## src/rtl/priority_periodic_task_scheduler_assert.svh

```systemverilog
// Assertion macros shared by the task scheduler RTL.
// Included by the modules that carry concurrent checks; no other dependencies.
`ifndef PRIORITY_PERIODIC_TASK_SCHEDULER_ASSERT_SVH
`define PRIORITY_PERIODIC_TASK_SCHEDULER_ASSERT_SVH

// Consequent must hold in the same cycle as the antecedent.
`define PPTS_ASSERT_HOLDS(label, clk, rst_n, ante, cons, msg) \
	label: assert property (@(posedge clk) disable iff (!rst_n) (ante) |-> (cons)) \
		else $error(msg);

// Consequent must hold in the cycle after the antecedent.
`define PPTS_ASSERT_NEXT(label, clk, rst_n, ante, cons, msg) \
	label: assert property (@(posedge clk) disable iff (!rst_n) (ante) |=> (cons)) \
		else $error(msg);

`endif

```

## src/rtl/ppts_pkg.sv

```systemverilog
// Shared types, widths and codes for the priority periodic task scheduler.
// Used by every RTL module of the block but ppts_ram; depends on nothing else.
package ppts_pkg;

	// Default table shape.
	localparam int DEF_LEVELS = 4;
	localparam int DEF_SLOTS  = 4;

	// Field widths.
	localparam int ACTION_W   = 3;
	localparam int ID_W       = 8;
	localparam int PRIO_W     = 4;
	localparam int TIME_W     = 16;
	localparam int STEP_W     = 6;
	localparam int RUN_LVL_W  = 2;
	localparam int RUN_SLOT_W = 2;
	localparam int CFG_IDX_W  = 2;
	localparam int CFG_DATA_W = 6;

	// Configuration register indexes.
	localparam logic [CFG_IDX_W-1:0] CFG_TICK_STEP = 2'd0;
	localparam logic [CFG_IDX_W-1:0] CFG_PREEMPT   = 2'd1;

	// Configuration reset values.
	localparam logic [STEP_W-1:0] TICK_STEP_RST = 6'd1;
	localparam logic              PREEMPT_RST   = 1'b0;

	// Result status codes.
	localparam logic STATUS_OK        = 1'b0;
	localparam logic STATUS_NOT_ADDED = 1'b1;

	// Command codes.
	typedef enum logic [ACTION_W-1:0] {
		ACT_ADD     = 3'd0,
		ACT_DELETE  = 3'd1,
		ACT_SUSPEND = 3'd2,
		ACT_RESUME  = 3'd3,
		ACT_TICK    = 3'd4
	} action_t;

	// Task state held in each slot.
	typedef enum logic [1:0] {
		SLOT_READY     = 2'd0,
		SLOT_WAITING   = 2'd1,
		SLOT_SUSPENDED = 2'd2
	} slot_state_t;

	// One table slot as stored in the slot memory.
	typedef struct packed {
		logic              used;
		logic [ID_W-1:0]   id;
		slot_state_t       st;
		logic [TIME_W-1:0] period;
		logic [TIME_W-1:0] delay;
	} slot_rec_t;

	localparam int        REC_W     = $bits(slot_rec_t);
	localparam slot_rec_t REC_RESET = '0;

	// One result beat.
	typedef struct packed {
		logic                  status;
		logic                  dispatched;
		logic [ID_W-1:0]       run_id;
		logic [RUN_LVL_W-1:0]  run_level;
		logic [RUN_SLOT_W-1:0] run_slot;
		logic                  last;
	} rsp_beat_t;

	// Request to the shared delay subtractor.
	typedef struct packed {
		logic              sel_period;
		logic [TIME_W-1:0] period;
		logic [TIME_W-1:0] delay;
		logic [STEP_W-1:0] step;
	} alu_req_t;

	// Answer of the shared delay subtractor.
	typedef struct packed {
		logic [TIME_W-1:0] diff;
		logic              zero;
	} alu_rsp_t;

endpackage

```

## src/rtl/ppts_ram.sv

```systemverilog
// Generic single-write, single-read RAM with a registered read port.
// Holds the slot records of the task scheduler; no package dependencies.
module ppts_ram #(
	parameter int WIDTH = 8,
	parameter int DEPTH = 16,
	localparam int AW = (DEPTH > 1) ? $clog2(DEPTH) : 1
) (
	input  logic             clk,
	input  logic             we,
	input  logic [AW-1:0]    waddr,
	input  logic [WIDTH-1:0] wdata,
	input  logic             re,
	input  logic [AW-1:0]    raddr,
	output logic [WIDTH-1:0] rdata
);

	logic [WIDTH-1:0] mem_q [DEPTH];
	logic [WIDTH-1:0] rdata_q;

	// Write port and registered read port; read data holds while re is low.
	always_ff @(posedge clk) begin
		if (we) begin
			mem_q[waddr] <= wdata;
		end
		if (re) begin
			rdata_q <= mem_q[raddr];
		end
	end

	assign rdata = rdata_q;

endmodule

```

## src/rtl/ppts_alu.sv

```systemverilog
// Shared delay unit: subtracts the tick step from a period or a delay.
// Depends on ppts_pkg for the request and answer structs.
module ppts_alu import ppts_pkg::*; (
	input  alu_req_t req,
	output alu_rsp_t rsp
);

	logic [TIME_W-1:0] operand;

	// A dispatch reloads from the period, a waiting slot counts its delay down.
	assign operand  = req.sel_period ? req.period : req.delay;
	assign rsp.diff = operand - TIME_W'(req.step);
	assign rsp.zero = (rsp.diff == '0);

endmodule

```

## src/rtl/ppts_ctrl.sv

```systemverilog
// Sequencer of the task scheduler: walks the slot table one slot per cycle unless a dispatch beat is blocked.
// Depends on ppts_pkg and the assertion macro header.
`include "priority_periodic_task_scheduler_assert.svh"

module ppts_ctrl import ppts_pkg::*; #(
	parameter int LEVELS = DEF_LEVELS,
	parameter int SLOTS  = DEF_SLOTS,
	localparam int NSLOT = LEVELS * SLOTS,
	localparam int IW    = (NSLOT > 1) ? $clog2(NSLOT) : 1
) (
	input  logic                clk,
	input  logic                arst_n,
	// Command beat
	input  logic                cmd_valid,
	output logic                cmd_stall,
	input  logic [ACTION_W-1:0] action,
	input  logic [ID_W-1:0]     task_id,
	input  logic [PRIO_W-1:0]   priority_req,
	input  logic [TIME_W-1:0]   period,
	input  logic [TIME_W-1:0]   first_delay,
	// Configuration
	input  logic [STEP_W-1:0]   tick_step,
	input  logic                preempt,
	// Result beat toward the output register
	output logic                beat_valid,
	output rsp_beat_t           beat,
	input  logic                beat_take,
	// Slot memory
	output logic                ram_we,
	output logic [IW-1:0]       ram_waddr,
	output logic [REC_W-1:0]    ram_wdata,
	output logic                ram_re,
	output logic [IW-1:0]       ram_raddr,
	input  logic [REC_W-1:0]    ram_rdata,
	// Shared delay unit
	output alu_req_t            alu_req,
	input  alu_rsp_t            alu_rsp
);

	localparam int LW = (LEVELS > 1) ? $clog2(LEVELS) : 1;
	localparam int SW = (SLOTS > 1) ? $clog2(SLOTS) : 1;
	localparam logic [IW-1:0]     IDX_LAST = IW'(NSLOT - 1);
	localparam logic [SW-1:0]     SL_LAST  = SW'(SLOTS - 1);
	localparam logic [PRIO_W:0]   PRIO_LIM = (PRIO_W + 1)'(LEVELS);

	typedef enum logic [2:0] {
		S_IDLE,
		S_SCAN,
		S_PEND,
		S_TICK_END,
		S_REPLY
	} state_t;

	state_t                state_q;
	logic [ACTION_W-1:0]   act_q;
	logic [ID_W-1:0]       id_q;
	logic [TIME_W-1:0]     per_q;
	logic [TIME_W-1:0]     fd_q;
	logic                  status_q;
	logic [IW-1:0]         idx_q;
	logic [LW-1:0]         lvl_q;
	logic [SW-1:0]         sl_q;
	logic                  found_q;
	logic [LW-1:0]         running_level_q;
	logic                  pend_valid_q;
	logic [IW-1:0]         pend_idx_q;
	logic [LW-1:0]         pend_lvl_q;
	logic [SW-1:0]         pend_sl_q;
	logic                  held_valid_q;
	logic [ID_W-1:0]       held_id_q;
	logic [LW-1:0]         held_lvl_q;
	logic [SW-1:0]         held_sl_q;
	logic                  wr_q [NSLOT];
	logic                  rd_wr_q;

	slot_rec_t             rec;
	slot_rec_t             rec_new;
	logic                  prio_ok;
	logic [IW-1:0]         add_base;
	logic [IW-1:0]         start_idx;
	logic                  start_read;
	logic                  scan_last;
	logic                  scan_go;
	logic                  hit;
	logic                  emit_held;

	// Entries never written read as the reset record.
	assign rec = rd_wr_q ? slot_rec_t'(ram_rdata) : REC_RESET;

	assign cmd_stall = (state_q != S_IDLE);
	assign prio_ok   = ({1'b0, priority_req} < PRIO_LIM);
	assign add_base  = IW'(32'(priority_req) * SLOTS);
	assign scan_last = (act_q == ACT_ADD) ? (sl_q == SL_LAST) : (idx_q == IDX_LAST);
	assign ram_waddr = idx_q;
	assign ram_wdata = rec_new;

	// First slot read for a new command.
	always_comb begin
		start_idx  = '0;
		start_read = 1'b1;
		case (action)
			ACT_ADD: begin
				start_idx  = add_base;
				start_read = prio_ok;
			end
			ACT_DELETE, ACT_SUSPEND, ACT_RESUME: begin
				start_idx = '0;
			end
			ACT_TICK: begin
				start_idx = pend_valid_q ? pend_idx_q : '0;
			end
			default: begin
				start_read = 1'b0;
			end
		endcase
	end

	// Per-slot decisions, memory strobes and result beats.
	always_comb begin
		ram_re             = 1'b0;
		ram_raddr          = IW'(idx_q + IW'(1));
		ram_we             = 1'b0;
		rec_new            = rec;
		beat_valid         = 1'b0;
		beat               = '0;
		beat.last          = 1'b1;
		hit                = 1'b0;
		emit_held          = 1'b0;
		scan_go            = 1'b1;
		alu_req.sel_period = (state_q == S_PEND) || (rec.st == SLOT_READY);
		alu_req.period     = rec.period;
		alu_req.delay      = rec.delay;
		alu_req.step       = tick_step;
		case (state_q)
			S_IDLE: begin
				ram_re    = cmd_valid && start_read;
				ram_raddr = start_idx;
			end
			S_SCAN: begin
				case (act_q)
					ACT_ADD: begin
						if (!rec.used) begin
							hit            = 1'b1;
							ram_we         = 1'b1;
							rec_new.used   = 1'b1;
							rec_new.id     = id_q;
							rec_new.st     = (fd_q == '0) ? SLOT_READY : SLOT_WAITING;
							rec_new.period = per_q;
							rec_new.delay  = fd_q;
						end
					end
					ACT_DELETE, ACT_SUSPEND, ACT_RESUME: begin
						if (!found_q && (rec.id == id_q)) begin
							hit    = 1'b1;
							ram_we = 1'b1;
							case (act_q)
								ACT_DELETE:  rec_new.used = 1'b0;
								ACT_SUSPEND: rec_new.st   = SLOT_SUSPENDED;
								default:     rec_new.st   = SLOT_READY;
							endcase
						end
					end
					ACT_TICK: begin
						if (rec.used && (rec.st == SLOT_READY)) begin
							hit           = 1'b1;
							ram_we        = 1'b1;
							rec_new.delay = alu_rsp.diff;
							rec_new.st    = SLOT_WAITING;
							// An earlier dispatch leaves now; it was not the last one.
							emit_held     = held_valid_q;
						end else if (rec.used && (rec.st == SLOT_WAITING)) begin
							ram_we        = 1'b1;
							rec_new.delay = alu_rsp.diff;
							rec_new.st    = alu_rsp.zero ? SLOT_READY : SLOT_WAITING;
						end
					end
					default: begin
					end
				endcase
				if (emit_held) begin
					beat_valid      = 1'b1;
					beat.dispatched = 1'b1;
					beat.run_id     = held_id_q;
					beat.run_level  = RUN_LVL_W'(held_lvl_q);
					beat.run_slot   = RUN_SLOT_W'(held_sl_q);
					beat.last       = 1'b0;
				end
				// The scan freezes while an earlier dispatch waits for the output.
				scan_go = !(emit_held && !beat_take);
				ram_we  = ram_we && scan_go;
				ram_re  = scan_go && !scan_last;
			end
			S_PEND: begin
				beat_valid = 1'b1;
				if (rec.used) begin
					ram_we          = beat_take;
					rec_new.delay   = alu_rsp.diff;
					rec_new.st      = SLOT_WAITING;
					beat.dispatched = 1'b1;
					beat.run_id     = rec.id;
					beat.run_level  = RUN_LVL_W'(lvl_q);
					beat.run_slot   = RUN_SLOT_W'(sl_q);
				end
			end
			S_TICK_END: begin
				beat_valid = 1'b1;
				if (held_valid_q) begin
					beat.dispatched = 1'b1;
					beat.run_id     = held_id_q;
					beat.run_level  = RUN_LVL_W'(held_lvl_q);
					beat.run_slot   = RUN_SLOT_W'(held_sl_q);
				end
			end
			S_REPLY: begin
				beat_valid  = 1'b1;
				beat.status = status_q;
			end
			default: begin
			end
		endcase
	end

	// Sequencer state, scan position and scheduler registers.
	always_ff @(posedge clk or negedge arst_n) begin
		if (!arst_n) begin
			state_q         <= S_IDLE;
			act_q           <= '0;
			id_q            <= '0;
			per_q           <= '0;
			fd_q            <= '0;
			status_q        <= STATUS_OK;
			idx_q           <= '0;
			lvl_q           <= '0;
			sl_q            <= '0;
			found_q         <= 1'b0;
			running_level_q <= '0;
			pend_valid_q    <= 1'b0;
			pend_idx_q      <= '0;
			pend_lvl_q      <= '0;
			pend_sl_q       <= '0;
			held_valid_q    <= 1'b0;
			held_id_q       <= '0;
			held_lvl_q      <= '0;
			held_sl_q       <= '0;
		end else begin
			case (state_q)
				S_IDLE: begin
					if (cmd_valid) begin
						act_q    <= action;
						id_q     <= task_id;
						per_q    <= period;
						fd_q     <= first_delay;
						status_q <= STATUS_OK;
						idx_q    <= start_idx;
						lvl_q    <= '0;
						sl_q     <= '0;
						found_q  <= 1'b0;
						case (action)
							ACT_ADD: begin
								status_q <= STATUS_NOT_ADDED;
								state_q  <= prio_ok ? S_SCAN : S_REPLY;
							end
							ACT_DELETE, ACT_SUSPEND, ACT_RESUME: begin
								state_q <= S_SCAN;
							end
							ACT_TICK: begin
								if (pend_valid_q) begin
									pend_valid_q <= 1'b0;
									lvl_q        <= pend_lvl_q;
									sl_q         <= pend_sl_q;
									state_q      <= S_PEND;
								end else begin
									state_q <= S_SCAN;
								end
							end
							default: begin
								state_q <= S_REPLY;
							end
						endcase
					end
				end
				S_SCAN: begin
					if (scan_go) begin
						// Step to the next slot or finish the walk.
						if (scan_last) begin
							state_q <= (act_q == ACT_TICK) ? S_TICK_END : S_REPLY;
						end else begin
							idx_q <= IW'(idx_q + IW'(1));
							if (sl_q == SL_LAST) begin
								sl_q  <= '0;
								lvl_q <= LW'(lvl_q + LW'(1));
							end else begin
								sl_q <= SW'(sl_q + SW'(1));
							end
						end
						case (act_q)
							ACT_ADD: begin
								if (hit) begin
									status_q <= STATUS_OK;
									state_q  <= S_REPLY;
								end
							end
							ACT_DELETE, ACT_SUSPEND, ACT_RESUME: begin
								found_q <= (sl_q == SL_LAST) ? 1'b0 : (found_q || hit);
								if (hit && (act_q == ACT_RESUME) && preempt &&
										(lvl_q < running_level_q)) begin
									pend_valid_q <= 1'b1;
									pend_idx_q   <= idx_q;
									pend_lvl_q   <= lvl_q;
									pend_sl_q    <= sl_q;
								end
							end
							ACT_TICK: begin
								if (hit) begin
									running_level_q <= lvl_q;
									held_valid_q    <= 1'b1;
									held_id_q       <= rec.id;
									held_lvl_q      <= lvl_q;
									held_sl_q       <= sl_q;
								end
							end
							default: begin
							end
						endcase
					end
				end
				S_PEND: begin
					if (beat_take) begin
						state_q <= S_IDLE;
					end
				end
				S_TICK_END: begin
					if (beat_take) begin
						held_valid_q <= 1'b0;
						state_q      <= S_IDLE;
					end
				end
				S_REPLY: begin
					if (beat_take) begin
						state_q <= S_IDLE;
					end
				end
				default: begin
					state_q <= S_IDLE;
				end
			endcase
		end
	end

	// Written marks for the slot memory and the mark of the entry being read.
	always_ff @(posedge clk or negedge arst_n) begin
		if (!arst_n) begin
			for (int i = 0; i < NSLOT; i++) begin
				wr_q[i] <= 1'b0;
			end
			rd_wr_q <= 1'b0;
		end else begin
			if (ram_we) begin
				wr_q[ram_waddr] <= 1'b1;
			end
			if (ram_re) begin
				rd_wr_q <= wr_q[ram_raddr];
			end
		end
	end

	`PPTS_ASSERT_NEXT(a_last_beat_idle, clk, arst_n, beat_valid && beat_take && beat.last, state_q == S_IDLE, "Final beat taken but sequencer did not return to idle")
	`PPTS_ASSERT_HOLDS(a_dispatch_ok, clk, arst_n, beat_valid && beat.dispatched, beat.status == STATUS_OK, "Dispatch beat carries a not-added status")
	`PPTS_ASSERT_HOLDS(a_write_when_busy, clk, arst_n, ram_we, state_q == S_SCAN || state_q == S_PEND, "Slot memory written outside a scan")
	`PPTS_ASSERT_HOLDS(a_scan_freeze, clk, arst_n, state_q == S_SCAN && beat_valid && !beat_take, !ram_we && !ram_re, "Scan advanced while a dispatch beat was blocked")
	`PPTS_ASSERT_HOLDS(a_pend_preempt, clk, arst_n, $rose(pend_valid_q), $past(preempt), "Pending dispatch recorded without preemptive mode")

endmodule

```

## src/rtl/priority_periodic_task_scheduler.sv

```systemverilog
// Priority periodic task scheduler.
//
// Commands enter on the cmd channel (cmd_valid / cmd_stall): add, delete,
// suspend, resume and tick. Results leave on the rsp channel (rsp_valid /
// rsp_stall), one beat per command, or on a tick one per dispatched task
// or one if none; the final beat of a command has last set. The cfg channel
// (cfg_valid / cfg_ready, always ready) writes tick_step and preemptive mode
// and is meant to be used only while no command is in flight.
//
// The slot table is walked one slot per cycle, unless a dispatch beat is
// blocked, through a single slot memory with a registered read port and one
// shared subtractor. Delete, suspend, resume and tick walk the whole table
// (LEVELS*SLOTS slots), add walks at most the SLOTS slots of its priority
// level, and a pending preemptive tick, an invalid add or an unused code
// walks no slot; cmd_stall stays high until the final beat of the command
// is taken. A stalled output holds its beat in the output register; a tick
// walk pauses on the next dispatch until the earlier dispatch beat has left.
// Reset empties the table, clears the pending dispatch and sets tick_step to
// 1 and preemptive mode off.
// Depends on ppts_pkg, ppts_ram, ppts_alu and ppts_ctrl.
module priority_periodic_task_scheduler import ppts_pkg::*; #(
	parameter int LEVELS = DEF_LEVELS,
	parameter int SLOTS  = DEF_SLOTS
) (
	input  logic                  clk,
	input  logic                  arst_n,
	// Command channel
	input  logic                  cmd_valid,
	output logic                  cmd_stall,
	input  logic [ACTION_W-1:0]   action,
	input  logic [ID_W-1:0]       task_id,
	input  logic [PRIO_W-1:0]     priority_req,
	input  logic [TIME_W-1:0]     period,
	input  logic [TIME_W-1:0]     first_delay,
	// Configuration channel
	input  logic                  cfg_valid,
	output logic                  cfg_ready,
	input  logic [CFG_IDX_W-1:0]  cfg_index,
	input  logic [CFG_DATA_W-1:0] cfg_data,
	// Result channel
	output logic                  rsp_valid,
	input  logic                  rsp_stall,
	output logic                  status,
	output logic                  dispatched,
	output logic [ID_W-1:0]       run_id,
	output logic [RUN_LVL_W-1:0]  run_level,
	output logic [RUN_SLOT_W-1:0] run_slot,
	output logic                  last
);

	localparam int NSLOT = LEVELS * SLOTS;
	localparam int IW    = (NSLOT > 1) ? $clog2(NSLOT) : 1;

	logic [STEP_W-1:0] tick_step_q;
	logic              preempt_q;
	logic              rsp_valid_q;
	rsp_beat_t         rsp_q;

	logic              beat_valid;
	rsp_beat_t         beat;
	logic              beat_take;
	logic              ram_we;
	logic [IW-1:0]     ram_waddr;
	logic [REC_W-1:0]  ram_wdata;
	logic              ram_re;
	logic [IW-1:0]     ram_raddr;
	logic [REC_W-1:0]  ram_rdata;
	alu_req_t          alu_req;
	alu_rsp_t          alu_rsp;

	// Configuration registers.
	assign cfg_ready = 1'b1;

	always_ff @(posedge clk or negedge arst_n) begin
		if (!arst_n) begin
			tick_step_q <= TICK_STEP_RST;
			preempt_q   <= PREEMPT_RST;
		end else if (cfg_valid && cfg_ready) begin
			case (cfg_index)
				CFG_TICK_STEP: tick_step_q <= cfg_data;
				CFG_PREEMPT:   preempt_q   <= cfg_data[0];
				default: begin
				end
			endcase
		end
	end

	// Sequencer with the slot memory and the shared subtractor.
	ppts_ctrl #(
		.LEVELS(LEVELS),
		.SLOTS (SLOTS)
	) u_ctrl (
		.clk         (clk),
		.arst_n      (arst_n),
		.cmd_valid   (cmd_valid),
		.cmd_stall   (cmd_stall),
		.action      (action),
		.task_id     (task_id),
		.priority_req(priority_req),
		.period      (period),
		.first_delay (first_delay),
		.tick_step   (tick_step_q),
		.preempt     (preempt_q),
		.beat_valid  (beat_valid),
		.beat        (beat),
		.beat_take   (beat_take),
		.ram_we      (ram_we),
		.ram_waddr   (ram_waddr),
		.ram_wdata   (ram_wdata),
		.ram_re      (ram_re),
		.ram_raddr   (ram_raddr),
		.ram_rdata   (ram_rdata),
		.alu_req     (alu_req),
		.alu_rsp     (alu_rsp)
	);

	ppts_ram #(
		.WIDTH(REC_W),
		.DEPTH(NSLOT)
	) u_slot_ram (
		.clk  (clk),
		.we   (ram_we),
		.waddr(ram_waddr),
		.wdata(ram_wdata),
		.re   (ram_re),
		.raddr(ram_raddr),
		.rdata(ram_rdata)
	);

	ppts_alu u_alu (
		.req(alu_req),
		.rsp(alu_rsp)
	);

	// Output register: takes a beat when empty or when the held one leaves.
	assign beat_take = beat_valid && (!rsp_valid_q || !rsp_stall);

	always_ff @(posedge clk or negedge arst_n) begin
		if (!arst_n) begin
			rsp_valid_q <= 1'b0;
		end else if (beat_take) begin
			rsp_valid_q <= 1'b1;
		end else if (!rsp_stall) begin
			rsp_valid_q <= 1'b0;
		end
	end

	always_ff @(posedge clk) begin
		if (beat_take) begin
			rsp_q <= beat;
		end
	end

	assign rsp_valid  = rsp_valid_q;
	assign status     = rsp_q.status;
	assign dispatched = rsp_q.dispatched;
	assign run_id     = rsp_q.run_id;
	assign run_level  = rsp_q.run_level;
	assign run_slot   = rsp_q.run_slot;
	assign last       = rsp_q.last;

endmodule
```

## config.mk

```make
export PLATFORM = sky130hd
export DESIGN_NAME = priority_periodic_task_scheduler
export DESIGN_NICKNAME = d
export VERILOG_FILES = /design/src/rtl/ppts_pkg.sv /design/src/rtl/ppts_ram.sv /design/src/rtl/ppts_alu.sv /design/src/rtl/ppts_ctrl.sv /design/src/rtl/priority_periodic_task_scheduler.sv
export VERILOG_INCLUDE_DIRS = /design/src /design/src/rtl
export SDC_FILE = /design/constraint.sdc
export NUM_CORES = 1
export LEC_CHECK = 0
export ABC_AREA = 1
export BUFFER_PORTS_ARGS = -buffer_cell sky130_fd_sc_hd__buf_2
export CAP_MARGIN = 40
export CORE_ASPECT_RATIO = 0.6
export CORE_MARGIN = 1
export CORE_UTILIZATION = 30
export CTS_BUF_LIST = sky130_fd_sc_hd__clkbuf_8 sky130_fd_sc_hd__clkbuf_16
export DETAILED_ROUTE_END_ITERATION = 8
export PLACE_DENSITY = 0.41
export SLEW_MARGIN = 20
export SYNTH_ARGS = -nofsm -noshare
export SYNTH_HDL_FRONTEND = slang
export SYNTH_SLANG_ARGS = --single-unit
```

## constraint.sdc

```tcl
create_clock -name clk -period 5.55 [get_ports clk]
set_input_delay 0.555 -clock clk [delete_from_list [all_inputs] [get_ports clk]]
set_output_delay 0.555 -clock clk [all_outputs]
set_load 0.1 [all_outputs]
```

==> flow_results.xml <==
<?xml version="1.0" encoding="UTF-8"?>
<metrics>
  <group name="cts">
    <metric name="path_clk_slew" unit="ps">60</metric>
    <metric name="postCtsResizedCells" unit="">0</metric>
    <metric name="clock-sinks" unit="">849</metric>
    <metric name="clock-root-buffer" unit="">sky130_fd_sc_hd__clkbuf_16</metric>
    <metric name="cts_setup_buffers" unit="">0</metric>
    <metric name="cts_inserted_buffers" unit="">84</metric>
    <metric name="post_cts_hold_buffer_count" unit="">1</metric>
    <metric name="htree_num_levels" unit="">3</metric>
    <metric name="cts_tree" unit="">yes</metric>
    <metric name="clock_tree.buffer_depth" unit="">3</metric>
    <metric name="insertion_delay" unit="ps">690</metric>
  </group>
  <group name="routing">
    <metric name="routed_via_density" unit="">5.096</metric>
    <metric name="ant_nets" unit="">0</metric>
    <metric name="wl_per_cell" unit="um">23.43</metric>
    <metric name="wirelength" unit="mm">114.0</metric>
    <metric name="post-route-drc-count" unit="">0</metric>
    <metric name="dr_total_vias" unit="">24790</metric>
    <metric name="detailedRoute.firstPassIterationCount" unit="">5</metric>
    <metric name="drt-initial-drc-count" unit="">2290</metric>
  </group>
  <group name="worst_setup_path">
    <metric name="worstPathCellList" unit="">inv_2 &gt; nand3_2 &gt; nand2_2 &gt; nand3_1 &gt; o21ai_0 &gt; ha_1 &gt; nand2_1 &gt; nand2_1 &gt; nand2_1 &gt; nand2_1 &gt; nor2_1 &gt; nor2_1 &gt; nor2_1 &gt; nand3_1 &gt; nand2_1 &gt; nand2_1 &gt; nor2_1 &gt; nand3_1 &gt; nand2_1 &gt; nand2_1 &gt; nand2_1 &gt; nand2_1</metric>
    <metric name="critPathLaunchType" unit="">register</metric>
    <metric name="setup.worst_path.class" unit="">register to register</metric>
    <metric name="r2r_slack" unit="ps">1180</metric>
    <metric name="crit_path_top_delay_cell" unit="">sky130_fd_sc_hd__nand2_2</metric>
    <metric name="crit_required" unit="ps">5850</metric>
    <metric name="critical_path.max_stage_delay" unit="ps">550</metric>
    <metric name="arrival" unit="ps">4670</metric>
    <metric name="worstSetupEndpointType" unit="">register</metric>
    <metric name="crit_path_frequent_cell" unit="">sky130_fd_sc_hd__nand2_1</metric>
    <metric name="worstPathMaxFanout" unit="">27</metric>
  </group>
  <group name="global_route">
    <metric name="grt_antenna_before_repair" unit="">2</metric>
    <metric name="grt_pass1_vias" unit="">23910</metric>
    <metric name="global_route.overflow_total" unit="">0</metric>
    <metric name="grt_max_degree" unit="">120</metric>
    <metric name="grt.total_usage" unit="%">18.51</metric>
    <metric name="grt_first_pass_wirelength" unit="mm">167.1</metric>
  </group>
  <group name="yosys">
    <metric name="seq_total_area_yosys" unit="%">69.15</metric>
    <metric name="synth.avg_cell_area" unit="sq um">11.58</metric>
    <metric name="synth_edf_count" unit="">746</metric>
    <metric name="synth_cell_type_count" unit="">49</metric>
    <metric name="synth_seq_cells" unit="">849</metric>
    <metric name="yosysWarningCount" unit="">0</metric>
    <metric name="synthesis.instances" unit="">3120</metric>
    <metric name="commonest_register_cell_after_synthesis" unit="">sky130_fd_sc_hd__edfxtp_1</metric>
    <metric name="post_synth_instance_area" unit="sq um">36130</metric>
    <metric name="ys_async_sr_fraction" unit="%">12.13</metric>
    <metric name="synthesis.nets" unit="">3194</metric>
  </group>
  <group name="power">
    <metric name="p_leak" unit="nW">15.08</metric>
    <metric name="pwr_density_cell" unit="nW/um^2">626.1</metric>
    <metric name="vdd_drop_max" unit="mV">0.4347</metric>
    <metric name="total_power" unit="mW">26.24</metric>
  </group>
  <group name="placement">
    <metric name="post_dp_cell_area" unit="sq um">39170</metric>
    <metric name="gp_routability_congestion" unit="">0.8592</metric>
    <metric name="place.port_buffers" unit="">76</metric>
    <metric name="placed_cells" unit="">4708</metric>
    <metric name="dpl.hpwl" unit="mm">68.55</metric>
  </group>
  <group name="cells_and_area">
    <metric name="final_net_count" unit="">3270</metric>
    <metric name="synth_to_layout_area_growth" unit="%">16.02</metric>
    <metric name="drive_gt1_share" unit="%">11.92</metric>
    <metric name="instances_no_fill" unit="">4865</metric>
    <metric name="end_of_flow_core_utilization" unit="%">35.13</metric>
    <metric name="most_frequent_standard_cell_in_the_layout_excluding_fill_and_tap_cells" unit="">sky130_fd_sc_hd__edfxtp_1</metric>
    <metric name="layout.cell_area.non_filler" unit="sq um">41910</metric>
    <metric name="mostFrequentLayoutCells" unit="">sky130_fd_sc_hd__edfxtp_1, sky130_fd_sc_hd__a21oi_1, sky130_fd_sc_hd__nand2_1, sky130_fd_sc_hd__o21ai_0, sky130_fd_sc_hd__inv_1</metric>
    <metric name="n_fill_cell" unit="">11780</metric>
  </group>
  <group name="timing">
    <metric name="layout_min_cycle_time" unit="ps">4375</metric>
    <metric name="slew_viol_final" unit="">0</metric>
    <metric name="finalHoldViolations" unit="">0</metric>
    <metric name="finalClockSkew" unit="ps">22.22</metric>
    <metric name="slew_headroom" unit="%">42.14</metric>
    <metric name="setup_viol" unit="">0</metric>
    <metric name="setup_tns" unit="ps">0</metric>
    <metric name="grt_setup_unrepaired" unit="">false</metric>
    <metric name="actual_slew_at_the_worst_max_slew_pin" unit="ps">867.9</metric>
    <metric name="fin_crit_sh" unit="%">78.82</metric>
    <metric name="max_freq" unit="MHz">228.6</metric>
  </group>
  <group name="floorplanning">
    <metric name="coreArea" unit="sq um">119300</metric>
    <metric name="floorplan.io_pins" unit="">78</metric>
    <metric name="die_h" unit="um">270.8</metric>
    <metric name="initial_cell_density_of_the_core" unit="%">30.28</metric>
    <metric name="core.rowCount" unit="">98</metric>
    <metric name="die_w" unit="um">450</metric>
    <metric name="design.die.area" unit="sq um">121900</metric>
  </group>
  <group name="run">
    <metric name="timing.max_cap.violations" unit="">0</metric>
  </group>
  <group name="min_path">
    <metric name="hold_path_class" unit="">input pin to register</metric>
  </group>
  <group name="outcome">
    <metric name="outcome" unit="">finished, final reports clean</metric>
  </group>
</metrics>
==> layout make-up <==
| type | instances | area [sq um] | share of cell area (%) |
|---|---|---|---|
| flip-flops and latches | 849 | 24980 | 59.60 |
| diodes | 2 | 5.005 | 0.01194 |
| clock buffers | 88 | 2180 | 5.200 |
| multi-input cells | 1781 | 9392 | 22.41 |
| clock inverters | 65 | 531.8 | 1.269 |
| repair buffers | 189 | 1720 | 4.105 |
| inverters | 291 | 1102 | 2.630 |
| well taps | 1600 | 2002 | 4.776 |
==> through the flow <==
step	hold slack, ps	setup slack (ps)
3_3_place_gp	443.0	1159
3_5_place_dp	438.9	1258
2_1_floorplan	259.4	1338
4_1_cts	8.064	1232
5_1_grt	29.18	847.2
6_report	68.79	1175
==> where the power goes <==
group / switching, mW / total, mW / internal [mW]
combinational: 8.16 / 11.2 / 3.01
clock: 2.59 / 5.73 / 3.14
sequential: 0.452 / 9.34 / 8.89
total: 11.2 / 26.2 / 15.0
==> cells by family after synthesis <==
family,synth area share [%]
xor gates and xnor gates,0.2182
adders and majority gates,0.5057
buffers and inverters,5.486
DFF,69.15
other,0.01038
AOI/OAI and AO/OA,17.56
and+or+nand+nor,7.076
==> metal layers <==
| metal | vias up | routed length (um) | track usage, % |
|---|---|---|---|
| met5 | - | 0 | 0 |
| met4 | 0 | 1957 | 4.010 |
| met3 | 127 | 6319 | 3.304 |
| met2 | 640 | 47780 | 26.38 |
| met1 | 12560 | 57930 | 28.84 |
| li1 | 11470 | - | - |
==> final timing paths <==
check,startpoint,to,cells past startpoint
max,u_ctrl.state_q[2],u_slot_ram.mem_q[9][32],22
min,period[10],u_ctrl.per_q[10],3
max in group asynchronous,arst_n,u_ctrl.per_q[6],4
min reg2reg,u_ctrl.wr_q[0],u_ctrl.wr_q[0],2
max reg2reg,u_ctrl.state_q[2],u_slot_ram.mem_q[9][32],22
min in group asynchronous,arst_n,u_ctrl.held_lvl_q[0],2
==> critical path, delay by kind of cell, from the launching register on <==
kind	cells	cell delay, ps
flip-flops	1	430
AO/OA/AOI/OAI	1	130
adder cells (fa/ha/maj)	1	350
AND/OR/NAND/NOR	19	2920
buffers and inverters	1	120
==> flip-flops by register name, summed over array words and instances (netlist names), 2 cells and up <==
register / flops
run_id: 8
run_level: 2
run_slot: 2
tick_step_q: 6
u_ctrl.act_q: 3
u_ctrl.fd_q: 16
u_ctrl.held_id_q: 8
u_ctrl.held_lvl_q: 2
u_ctrl.held_sl_q: 2
u_ctrl.id_q: 8
u_ctrl.lvl_q: 2
u_ctrl.pend_idx_q: 4
u_ctrl.pend_lvl_q: 2
u_ctrl.pend_sl_q: 2
u_ctrl.per_q: 16
u_ctrl.ram_waddr: 4
u_ctrl.sl_q: 2
u_ctrl.state_q: 3
u_ctrl.wr_q: 16
u_slot_ram.mem_q: 688
u_slot_ram.rdata: 43
==> cells in the mapped netlist, drive strengths merged (2+ instances only) <==
| master | count | area [sq um] |
|---|---|---|
| edfxtp | 746 | 22400 |
| o21ai | 505 | 2531 |
| nand2 | 407 | 1568 |
| a21oi | 406 | 2043 |
| inv | 289 | 1085 |
| o211ai | 183 | 1374 |
| clkbuf | 105 | 402.9 |
| dfrtp | 102 | 2552 |
| nor2 | 99 | 389.1 |
| buf | 94 | 486.7 |
| nand3 | 82 | 420.4 |
| o221ai | 14 | 122.6 |
| ha | 13 | 162.7 |
| a22o | 10 | 87.58 |
| o21bai | 10 | 75.07 |
| nor3 | 8 | 40.04 |
| nand4 | 7 | 65.06 |
| xor2 | 6 | 52.55 |
| nand3b | 4 | 30.03 |
| nor4 | 4 | 25.02 |
| o22ai | 4 | 25.02 |
| a31oi | 3 | 18.77 |
| xnor2 | 3 | 26.28 |
| a221oi | 2 | 17.52 |
| a22oi | 2 | 15.01 |
| clkinv | 2 | 7.510 |
| or2 | 2 | 12.51 |
Power figures use the tool's default switching activity.
